==> config.mk <==
export PLATFORM = sky130hd
export DESIGN_NAME = rssi_trimmed_mean_distance_bins
export DESIGN_NICKNAME = d
export VERILOG_FILES = /design/src/rtl/core/rtdb_pkg.sv /design/src/rtl/core/rtdb_ram.sv /design/src/rtl/core/rtdb_div.sv /design/src/rtl/core/rssi_trimmed_mean_distance_bins.sv
export SDC_FILE = /design/constraint.sdc
export NUM_CORES = 1
export LEC_CHECK = 0
export ABC_AREA = 1
export BUFFER_PORTS_ARGS = -buffer_cell sky130_fd_sc_hd__buf_4
export CAP_MARGIN = 20
export CORE_MARGIN = 1
export CORE_UTILIZATION = 55
export DETAILED_ROUTE_END_ITERATION = 10
export GPL_ROUTABILITY_DRIVEN = 0
export PLACE_DENSITY = 0.72
export SLEW_MARGIN = 20
export SYNTH_ARGS = -nofsm -noshare
export SYNTH_HDL_FRONTEND = slang
export SYNTH_HIERARCHICAL = 1
export SYNTH_SLANG_ARGS = --single-unit
export TNS_END_PERCENT = 1
==> constraint.sdc <==
create_clock -name clock -period 3.55 [get_ports clock]
set_input_delay 0.1775 -clock clock [delete_from_list [all_inputs] [get_ports clock]]
set_output_delay 0.1775 -clock clock [all_outputs]
set_load 0.01 [all_outputs]
==> src/rtl/core/rtdb_pkg.sv <==
// Package for the RSSI trimmed-mean distance block: field widths,
// register reset values, register index codes and the sequencer states.
// Used by rssi_trimmed_mean_distance_bins.sv; rtdb_ram.sv and rtdb_div.sv do not import it.
`default_nettype none

package rtdb_pkg;

   localparam int BEACON_W = 2;
   localparam int RSSI_W   = 7;
   localparam int CLASS_W  = 2;
   localparam int CSR_IDX_W = 2;

   localparam logic [RSSI_W-1:0] NEAR_RESET = 7'd70;
   localparam logic [RSSI_W-1:0] MID_RESET  = 7'd76;
   localparam logic [RSSI_W-1:0] FAR_RESET  = 7'd82;

   // Distance classes, nearest first
   localparam logic [CLASS_W-1:0] CLASS_NEAR = 2'd0;
   localparam logic [CLASS_W-1:0] CLASS_MID  = 2'd1;
   localparam logic [CLASS_W-1:0] CLASS_FAR  = 2'd2;
   localparam logic [CLASS_W-1:0] CLASS_OUT  = 2'd3;

   typedef enum logic [CSR_IDX_W-1:0] {
      CSR_NEAR_LIMIT = 2'd0,
      CSR_MID_LIMIT  = 2'd1,
      CSR_FAR_LIMIT  = 2'd2
   } csr_index_type;

   typedef enum logic [2:0] {
      ST_CLEAR,
      ST_IDLE,
      ST_WRITE,
      ST_SCAN,
      ST_DRAIN,
      ST_TRIM,
      ST_DIVIDE,
      ST_FINISH
   } state_type;

endpackage

`default_nettype wire

==> src/rtl/core/rtdb_ram.sv <==
// Generic single-port RAM with registered read data.
// No dependencies.
`default_nettype none

module rtdb_ram #(
   parameter int WIDTH = 7,
   parameter int DEPTH = 30
) (
   input  wire logic                     clock,
   input  wire logic                     we,
   input  wire logic [$clog2(DEPTH)-1:0] addr,
   input  wire logic [WIDTH-1:0]         wdata,
   output logic      [WIDTH-1:0]         rdata
);

   logic [WIDTH-1:0] mem [0:DEPTH-1];

   // Write or read one entry per cycle
   always_ff @(posedge clock) begin
      if (we) begin
         mem[addr] <= wdata;
      end
      rdata <= mem[addr];
   end

endmodule

`default_nettype wire

==> src/rtl/core/rtdb_div.sv <==
// Divider by a constant through reciprocal multiplication: quotient registered, ready in the cycle after start.
// Depends on nothing outside this file.
`default_nettype none

module rtdb_div #(
   parameter int SUM_W   = 12,
   parameter int Q_W     = 7,
   parameter int DIVISOR = 8
) (
   input  wire logic             clock,
   input  wire logic             reset,
   input  wire logic             start,
   input  wire logic [SUM_W-1:0] dividend,
   output logic                  done,
   output logic      [Q_W-1:0]   quotient
);

   // Reciprocal rounded up; exact for every dividend below 2**SUM_W
   localparam int SHIFT   = SUM_W + $clog2(DIVISOR);
   localparam int RECIP   = (1 << SHIFT) / DIVISOR + 1;
   localparam int RECIP_W = SHIFT + 1;
   localparam int PROD_W  = SUM_W + RECIP_W;

   logic [PROD_W-1:0] prod_ff;
   logic              done_ff;

   assign done     = done_ff;
   assign quotient = prod_ff[SHIFT +: Q_W];

   // Completion strobe in the cycle after start
   always_ff @(posedge clock) begin
      if (reset) begin
         done_ff <= 1'b0;
      end else begin
         done_ff <= start;
      end
   end

   // Multiply by the reciprocal and hold the product
   always_ff @(posedge clock) begin
      if (start) begin
         prod_ff <= PROD_W'(dividend) * PROD_W'(RECIP);
      end
   end

endmodule

`default_nettype wire

==> src/rtl/core/rssi_trimmed_mean_distance_bins.sv <==
// RSSI trimmed mean with distance classes, one circular window per beacon.
// A response follows a write of the sample, a scan of the window memory through its single
// port, the trim and the registered reciprocal multiply, in that order.
// A new request is taken only in the idle state, once the previous one has moved to the
// response register, so requests never overlap. Reset: synchronous; limits return to
// 70/76/82, pointers to zero, and a pass over all BEACONS*WINDOW entries clears memory.
`default_nettype none

module rssi_trimmed_mean_distance_bins
   import rtdb_pkg::*;
#(
   parameter int WINDOW  = 10,
   parameter int BEACONS = 3
) (
   input  wire logic                 clock,
   input  wire logic                 reset,
   input  wire logic                 req_valid,
   output logic                      req_stall,
   input  wire logic [BEACON_W-1:0]  req_beacon,
   input  wire logic [RSSI_W-1:0]    req_rssi,
   output logic                      rsp_valid,
   input  wire logic                 rsp_stall,
   output logic      [BEACON_W-1:0]  rsp_beacon_out,
   output logic      [RSSI_W-1:0]    rsp_trimmed_mean,
   output logic      [CLASS_W-1:0]   rsp_distance_class,
   output logic                      rsp_window_wrapped,
   input  wire logic                 csr_wr_en,
   input  wire logic [CSR_IDX_W-1:0] csr_index,
   input  wire logic [RSSI_W-1:0]    csr_wdata
);

   localparam int DEPTH  = BEACONS * WINDOW;
   localparam int AW     = $clog2(DEPTH);
   localparam int PTR_W  = $clog2(WINDOW);
   localparam int BIDX_W = (BEACONS > 1) ? $clog2(BEACONS) : 1;
   localparam int SUM_W  = $clog2(WINDOW * ((1 << RSSI_W) - 1) + 1);

   state_type state_ff, state_in;

   logic [RSSI_W-1:0]   near_ff, mid_ff, far_ff;
   logic [PTR_W-1:0]    ptr_ff [0:BEACONS-1];
   logic [AW-1:0]       clr_ff;
   logic [PTR_W-1:0]    k_ff;
   logic                rd_pend_ff;
   logic [BEACON_W-1:0] beacon_ff;
   logic [BIDX_W-1:0]   bidx_ff;
   logic [AW-1:0]       base_ff;
   logic [RSSI_W-1:0]   rssi_ff;
   logic                wrap_ff;
   logic [SUM_W-1:0]    sum_ff;
   logic [RSSI_W-1:0]   min_ff, max_ff;

   logic                rsp_valid_ff;
   logic [BEACON_W-1:0] rsp_beacon_ff;
   logic [RSSI_W-1:0]   rsp_mean_ff;
   logic [CLASS_W-1:0]  rsp_class_ff;
   logic                rsp_wrap_ff;

   logic                req_take;
   logic                req_in_range;
   logic                ram_we;
   logic [AW-1:0]       ram_addr;
   logic [RSSI_W-1:0]   ram_wdata;
   logic [RSSI_W-1:0]   ram_rdata;
   logic [PTR_W-1:0]    cur_ptr;
   logic                cur_wrap;
   logic [SUM_W-1:0]    trimmed;
   logic                div_done;
   logic [RSSI_W-1:0]   div_q;
   logic                rsp_room;
   logic [CLASS_W-1:0]  mean_class;

   assign req_stall    = (state_ff != ST_IDLE);
   assign req_take     = req_valid && !req_stall;
   assign req_in_range = (int'(req_beacon) < BEACONS);
   assign cur_ptr      = ptr_ff[bidx_ff];
   assign cur_wrap     = (cur_ptr == PTR_W'(WINDOW - 1));
   assign trimmed      = sum_ff - SUM_W'(min_ff) - SUM_W'(max_ff);
   assign rsp_room     = !rsp_valid_ff || !rsp_stall;

   rtdb_ram #(
      .WIDTH (RSSI_W),
      .DEPTH (DEPTH)
   ) u_window (
      .clock (clock),
      .we    (ram_we),
      .addr  (ram_addr),
      .wdata (ram_wdata),
      .rdata (ram_rdata)
   );

   rtdb_div #(
      .SUM_W   (SUM_W),
      .Q_W     (RSSI_W),
      .DIVISOR (WINDOW - 2)
   ) u_div (
      .clock    (clock),
      .reset    (reset),
      .start    (state_ff == ST_TRIM),
      .dividend (trimmed),
      .done     (div_done),
      .quotient (div_q)
   );

   // Classify the mean, first limit it falls below wins
   always_comb begin
      if (div_q < near_ff) begin
         mean_class = CLASS_NEAR;
      end else if (div_q < mid_ff) begin
         mean_class = CLASS_MID;
      end else if (div_q < far_ff) begin
         mean_class = CLASS_FAR;
      end else begin
         mean_class = CLASS_OUT;
      end
   end

   // Next state and memory port control
   always_comb begin
      state_in  = state_ff;
      ram_we    = 1'b0;
      ram_addr  = clr_ff;
      ram_wdata = '0;
      case (state_ff)
         ST_CLEAR: begin
            ram_we = 1'b1;
            if (clr_ff == AW'(DEPTH - 1)) begin
               state_in = ST_IDLE;
            end
         end
         ST_IDLE: begin
            if (req_take && req_in_range) begin
               state_in = ST_WRITE;
            end
         end
         ST_WRITE: begin
            ram_we    = 1'b1;
            ram_addr  = base_ff + AW'(cur_ptr);
            ram_wdata = rssi_ff;
            state_in  = ST_SCAN;
         end
         ST_SCAN: begin
            ram_addr = base_ff + AW'(k_ff);
            if (k_ff == PTR_W'(WINDOW - 1)) begin
               state_in = ST_DRAIN;
            end
         end
         ST_DRAIN: begin
            state_in = ST_TRIM;
         end
         ST_TRIM: begin
            state_in = ST_DIVIDE;
         end
         ST_DIVIDE: begin
            if (div_done) begin
               state_in = ST_FINISH;
            end
         end
         ST_FINISH: begin
            if (rsp_room) begin
               state_in = ST_IDLE;
            end
         end
         default: begin
            state_in = ST_IDLE;
         end
      endcase
   end

   // Control state
   always_ff @(posedge clock) begin
      if (reset) begin
         state_ff     <= ST_CLEAR;
         clr_ff       <= '0;
         k_ff         <= '0;
         rd_pend_ff   <= 1'b0;
         rsp_valid_ff <= 1'b0;
         near_ff      <= NEAR_RESET;
         mid_ff       <= MID_RESET;
         far_ff       <= FAR_RESET;
         for (int i = 0; i < BEACONS; i++) begin
            ptr_ff[i] <= '0;
         end
      end else begin
         state_ff   <= state_in;
         rd_pend_ff <= (state_ff == ST_SCAN);

         // Sweep the memory after reset
         if (state_ff == ST_CLEAR) begin
            clr_ff <= clr_ff + AW'(1);
         end

         // Advance the scan index
         if (state_ff == ST_SCAN) begin
            k_ff <= k_ff + PTR_W'(1);
         end else begin
            k_ff <= '0;
         end

         // Advance the beacon's write pointer, wrap at the window length
         if (state_ff == ST_WRITE) begin
            ptr_ff[bidx_ff] <= cur_wrap ? '0 : cur_ptr + PTR_W'(1);
         end

         // Hold or drop the response
         if (state_ff == ST_FINISH && rsp_room) begin
            rsp_valid_ff <= 1'b1;
         end else if (!rsp_stall) begin
            rsp_valid_ff <= 1'b0;
         end

         // Limit registers
         if (csr_wr_en) begin
            case (csr_index)
               CSR_NEAR_LIMIT: near_ff <= csr_wdata;
               CSR_MID_LIMIT:  mid_ff  <= csr_wdata;
               CSR_FAR_LIMIT:  far_ff  <= csr_wdata;
               default: ;
            endcase
         end
      end
   end

   // Datapath: latch the request, accumulate sum, minimum and maximum, load the response
   always_ff @(posedge clock) begin
      if (req_take) begin
         beacon_ff <= req_beacon;
         bidx_ff   <= BIDX_W'(req_beacon);
         base_ff   <= AW'(int'(req_beacon) * WINDOW);
         rssi_ff   <= req_rssi;
      end
      if (state_ff == ST_WRITE) begin
         wrap_ff <= cur_wrap;
         sum_ff  <= '0;
         min_ff  <= '1;
         max_ff  <= '0;
      end else if (rd_pend_ff) begin
         sum_ff <= sum_ff + SUM_W'(ram_rdata);
         if (ram_rdata < min_ff) begin
            min_ff <= ram_rdata;
         end
         if (ram_rdata > max_ff) begin
            max_ff <= ram_rdata;
         end
      end
      if (state_ff == ST_FINISH && rsp_room) begin
         rsp_beacon_ff <= beacon_ff;
         rsp_mean_ff   <= div_q;
         rsp_class_ff  <= mean_class;
         rsp_wrap_ff   <= wrap_ff;
      end
   end

   assign rsp_valid          = rsp_valid_ff;
   assign rsp_beacon_out     = rsp_beacon_ff;
   assign rsp_trimmed_mean   = rsp_mean_ff;
   assign rsp_distance_class = rsp_class_ff;
   assign rsp_window_wrapped = rsp_wrap_ff;

endmodule

`default_nettype wire
==> flow_metrics.env <==
export IMPL_synth_area_per_cell_um2=9.40
export IMPL_status="completed"
export IMPL_seq_power_share=0.481
export IMPL_p_sw_frac=0.252
export IMPL_drive_above_1_share=0.122
export IMPL_dp_hpwl_um=22400
export IMPL_fin_crit_sh=0.897
export IMPL_cts_made_buffers=35
export IMPL_power_density_mw_per_mm2=508
export IMPL_die_w_um=167
export IMPL_wl_per_cell_um=16.4
export IMPL_grt_overflow=0
export IMPL_tritoncts="built"
export IMPL_drtIter0Drc=727
export IMPL_n_antenna_cell=0
export IMPL_final_setup_skew_ps=19.3
export IMPL_clk_pin_slew_ps=60
export IMPL_area_growth_pct=14.9
export IMPL_slew_viol_final=0
export IMPL_clock_path_buffers=3
export IMPL_io_buffer_count=36
export IMPL_yosys_warnings=6
export IMPL_period_minus_slack_ps=3180
export IMPL_antenna_found_initial=0
export IMPL_postCtsSetupRepairBufs=0
export IMPL_combinationalPowerShare=0.122
export IMPL_cp_top_family="simple AND/OR/NAND/NOR gates"
export IMPL_fp_row_count=60
export IMPL_worst_pin_slew_ps=912
export IMPL_netlist_area_mm2=0.0151
export IMPL_routed_wl_um=33900
export IMPL_slowest_stage="nor2_1"
export IMPL_cp_start_kind="flip-flop"
export IMPL_clkLatencyLatePin_ps=530
export IMPL_intPower_uw=6570
export IMPL_worst_path_buf_inv=2
export IMPL_grt_max_degree=63
export IMPL_path_cells="nand2_1 > nand3_1 > nand2_1 > o21ai_0 > ha_1 > nand2_1 > o21ai_4 > clkinv_1 > nand3_1 > nor2_1 > buf_4"
export IMPL_cts_root_buf="clkbuf_16"
export IMPL_firstDrtPassIters=6
export IMPL_drc=0
export IMPL_cts_sinks=324
export IMPL_ios=37
export IMPL_vias=11000
export IMPL_cp_slowest_stage_delay_ps=490
export IMPL_relSlewSlack=0.386
export IMPL_synthCells=1601
export IMPL_peakVddDrop_v=0.000432
export IMPL_rsz0062_at_grt="false"
export IMPL_dieArea_mm2=0.0280
export IMPL_cp_arrival_ps=3430
export IMPL_syn_nets=1688
export IMPL_clock_power_share=0.397
export IMPL_setup_viol=0
export IMPL_hold_path_class="input pin to flip-flop"
export IMPL_core_mm2=0.0269
export IMPL_fin_util=0.644
export IMPL_finalPower_uw=8790
export IMPL_max_flop_register="u_window/mem"
export IMPL_fmax_mhz=314
export IMPL_end_kind="flip-flop"
export IMPL_drtAntennaViolNets=0
export IMPL_p_switching_uw=2220
export IMPL_tns_ps=0
export IMPL_grt_pass1_wl_um=54300
export IMPL_critical_path_most_common_cell="nand2_1"
export IMPL_htreeDepth=2
export IMPL_drt_vias_per_instance=5.30
export IMPL_largest_reg_flops=210
export IMPL_start_util=0.560
export IMPL_grt_total_usage=0.247
export IMPL_num_nets_final=1789
export IMPL_grt_pass1_vias=10900
export IMPL_reg_top3="u_window/mem: 210 flops, ptr_ff: 16 flops, sum_ff: 10 flops"
export IMPL_hold_viol_final=0
export IMPL_crit_type="flip-flop to flip-flop"
export IMPL_critPathMaxFanout=32
export IMPL_die_y_um=167
export IMPL_crit_required_ps=3790
export IMPL_p_leak_uw=0.00743
export IMPL_drv_cap=0
[metal layers]
| metal | GRT usage | routed length (um) |
|---|---|---|
| met1 | 0.298 | 13900 |
| met2 | 0.436 | 16600 |
| met4 | 0.116 | 1300 |
| met3 | 0.0352 | 2060 |
| met5 | 0 | 0 |
[placed cells by master, fill, tap and decap left out, drive strengths merged, types with 17 or more instances in the layout]
master / n
clkbuf: 43
dfxtp: 69
edfxtp: 255
buf: 91
o211ai: 17
nand2: 694
o21ai: 33
nand3: 62
ha: 55
nor2: 125
inv: 129
dlygate4sd3: 19
a21oi: 56
[path summary, 6_finish.rpt]
path | start | end | slack (ps) | cells past startpoint
setup reg to reg | flip-flop | u_window/mem[29][2]$_DFFE_PP_ | 370 | 11
hold reg to reg | wrap_ff$_DFFE_PP_ | rsp_window_wrapped$_DFFE_PP_ | 430 | 0
setup / recovery | flip-flop | u_window/mem[29][2]$_DFFE_PP_ | 370 | 11
hold / removal | csr_index[1] | near_ff[6]$_SDFFE_PP1P_ | 20 | 3
[power by group through the flow]
stage | Clock [uW] | Sequential (uW) | Combinational (uW)
floorplan | 0 | 4280 | 781
global placement | 0 | 4310 | 1010
detailed placement | 0 | 4310 | 1040
CTS | 3550 | 4230 | 1070
global route | 3680 | 4240 | 1220
finish | 3490 | 4230 | 1070
[layout make-up]
| type | instances | area, um2 |
|---|---|---|
| repair buffers | 110 | 873 |
| clock buffers | 43 | 936 |
| fillers | 2119 | 9580 |
| inverters | 129 | 489 |
| multi-input cells | 1102 | 5370 |
| clock inverters | 19 | 166 |
| flip-flops and latches | 324 | 9040 |
| well taps | 341 | 427 |
[repair_timing]
action | CTS | global route
resized for setup | 0 | 8
hold endpoints to repair | 34 | 0
hold buffers | 19 | 0
setup endpoints to repair | 0 | 69
[worst min-delay path, stage by stage]
cell	delay (ps)
buf_4	120
nor3_4	70
o211ai_1	140
[through the flow]
stage | std cells | hold slack [ps] | cell area, um2 | worst slack [ps]
after floorplan | 1601 | 244 | 15100 | 253
after global placement | 1987 | 355 | 16000 | 253
after detailed placement | 1987 | 357 | 16000 | 144
after CTS | 2068 | 14.1 | 17300 | 113
after global routing | 2068 | 46.0 | 17300 | 43.3
final | 2068 | 20.1 | 17300 | 365
(Power assumes the default switching activity.)
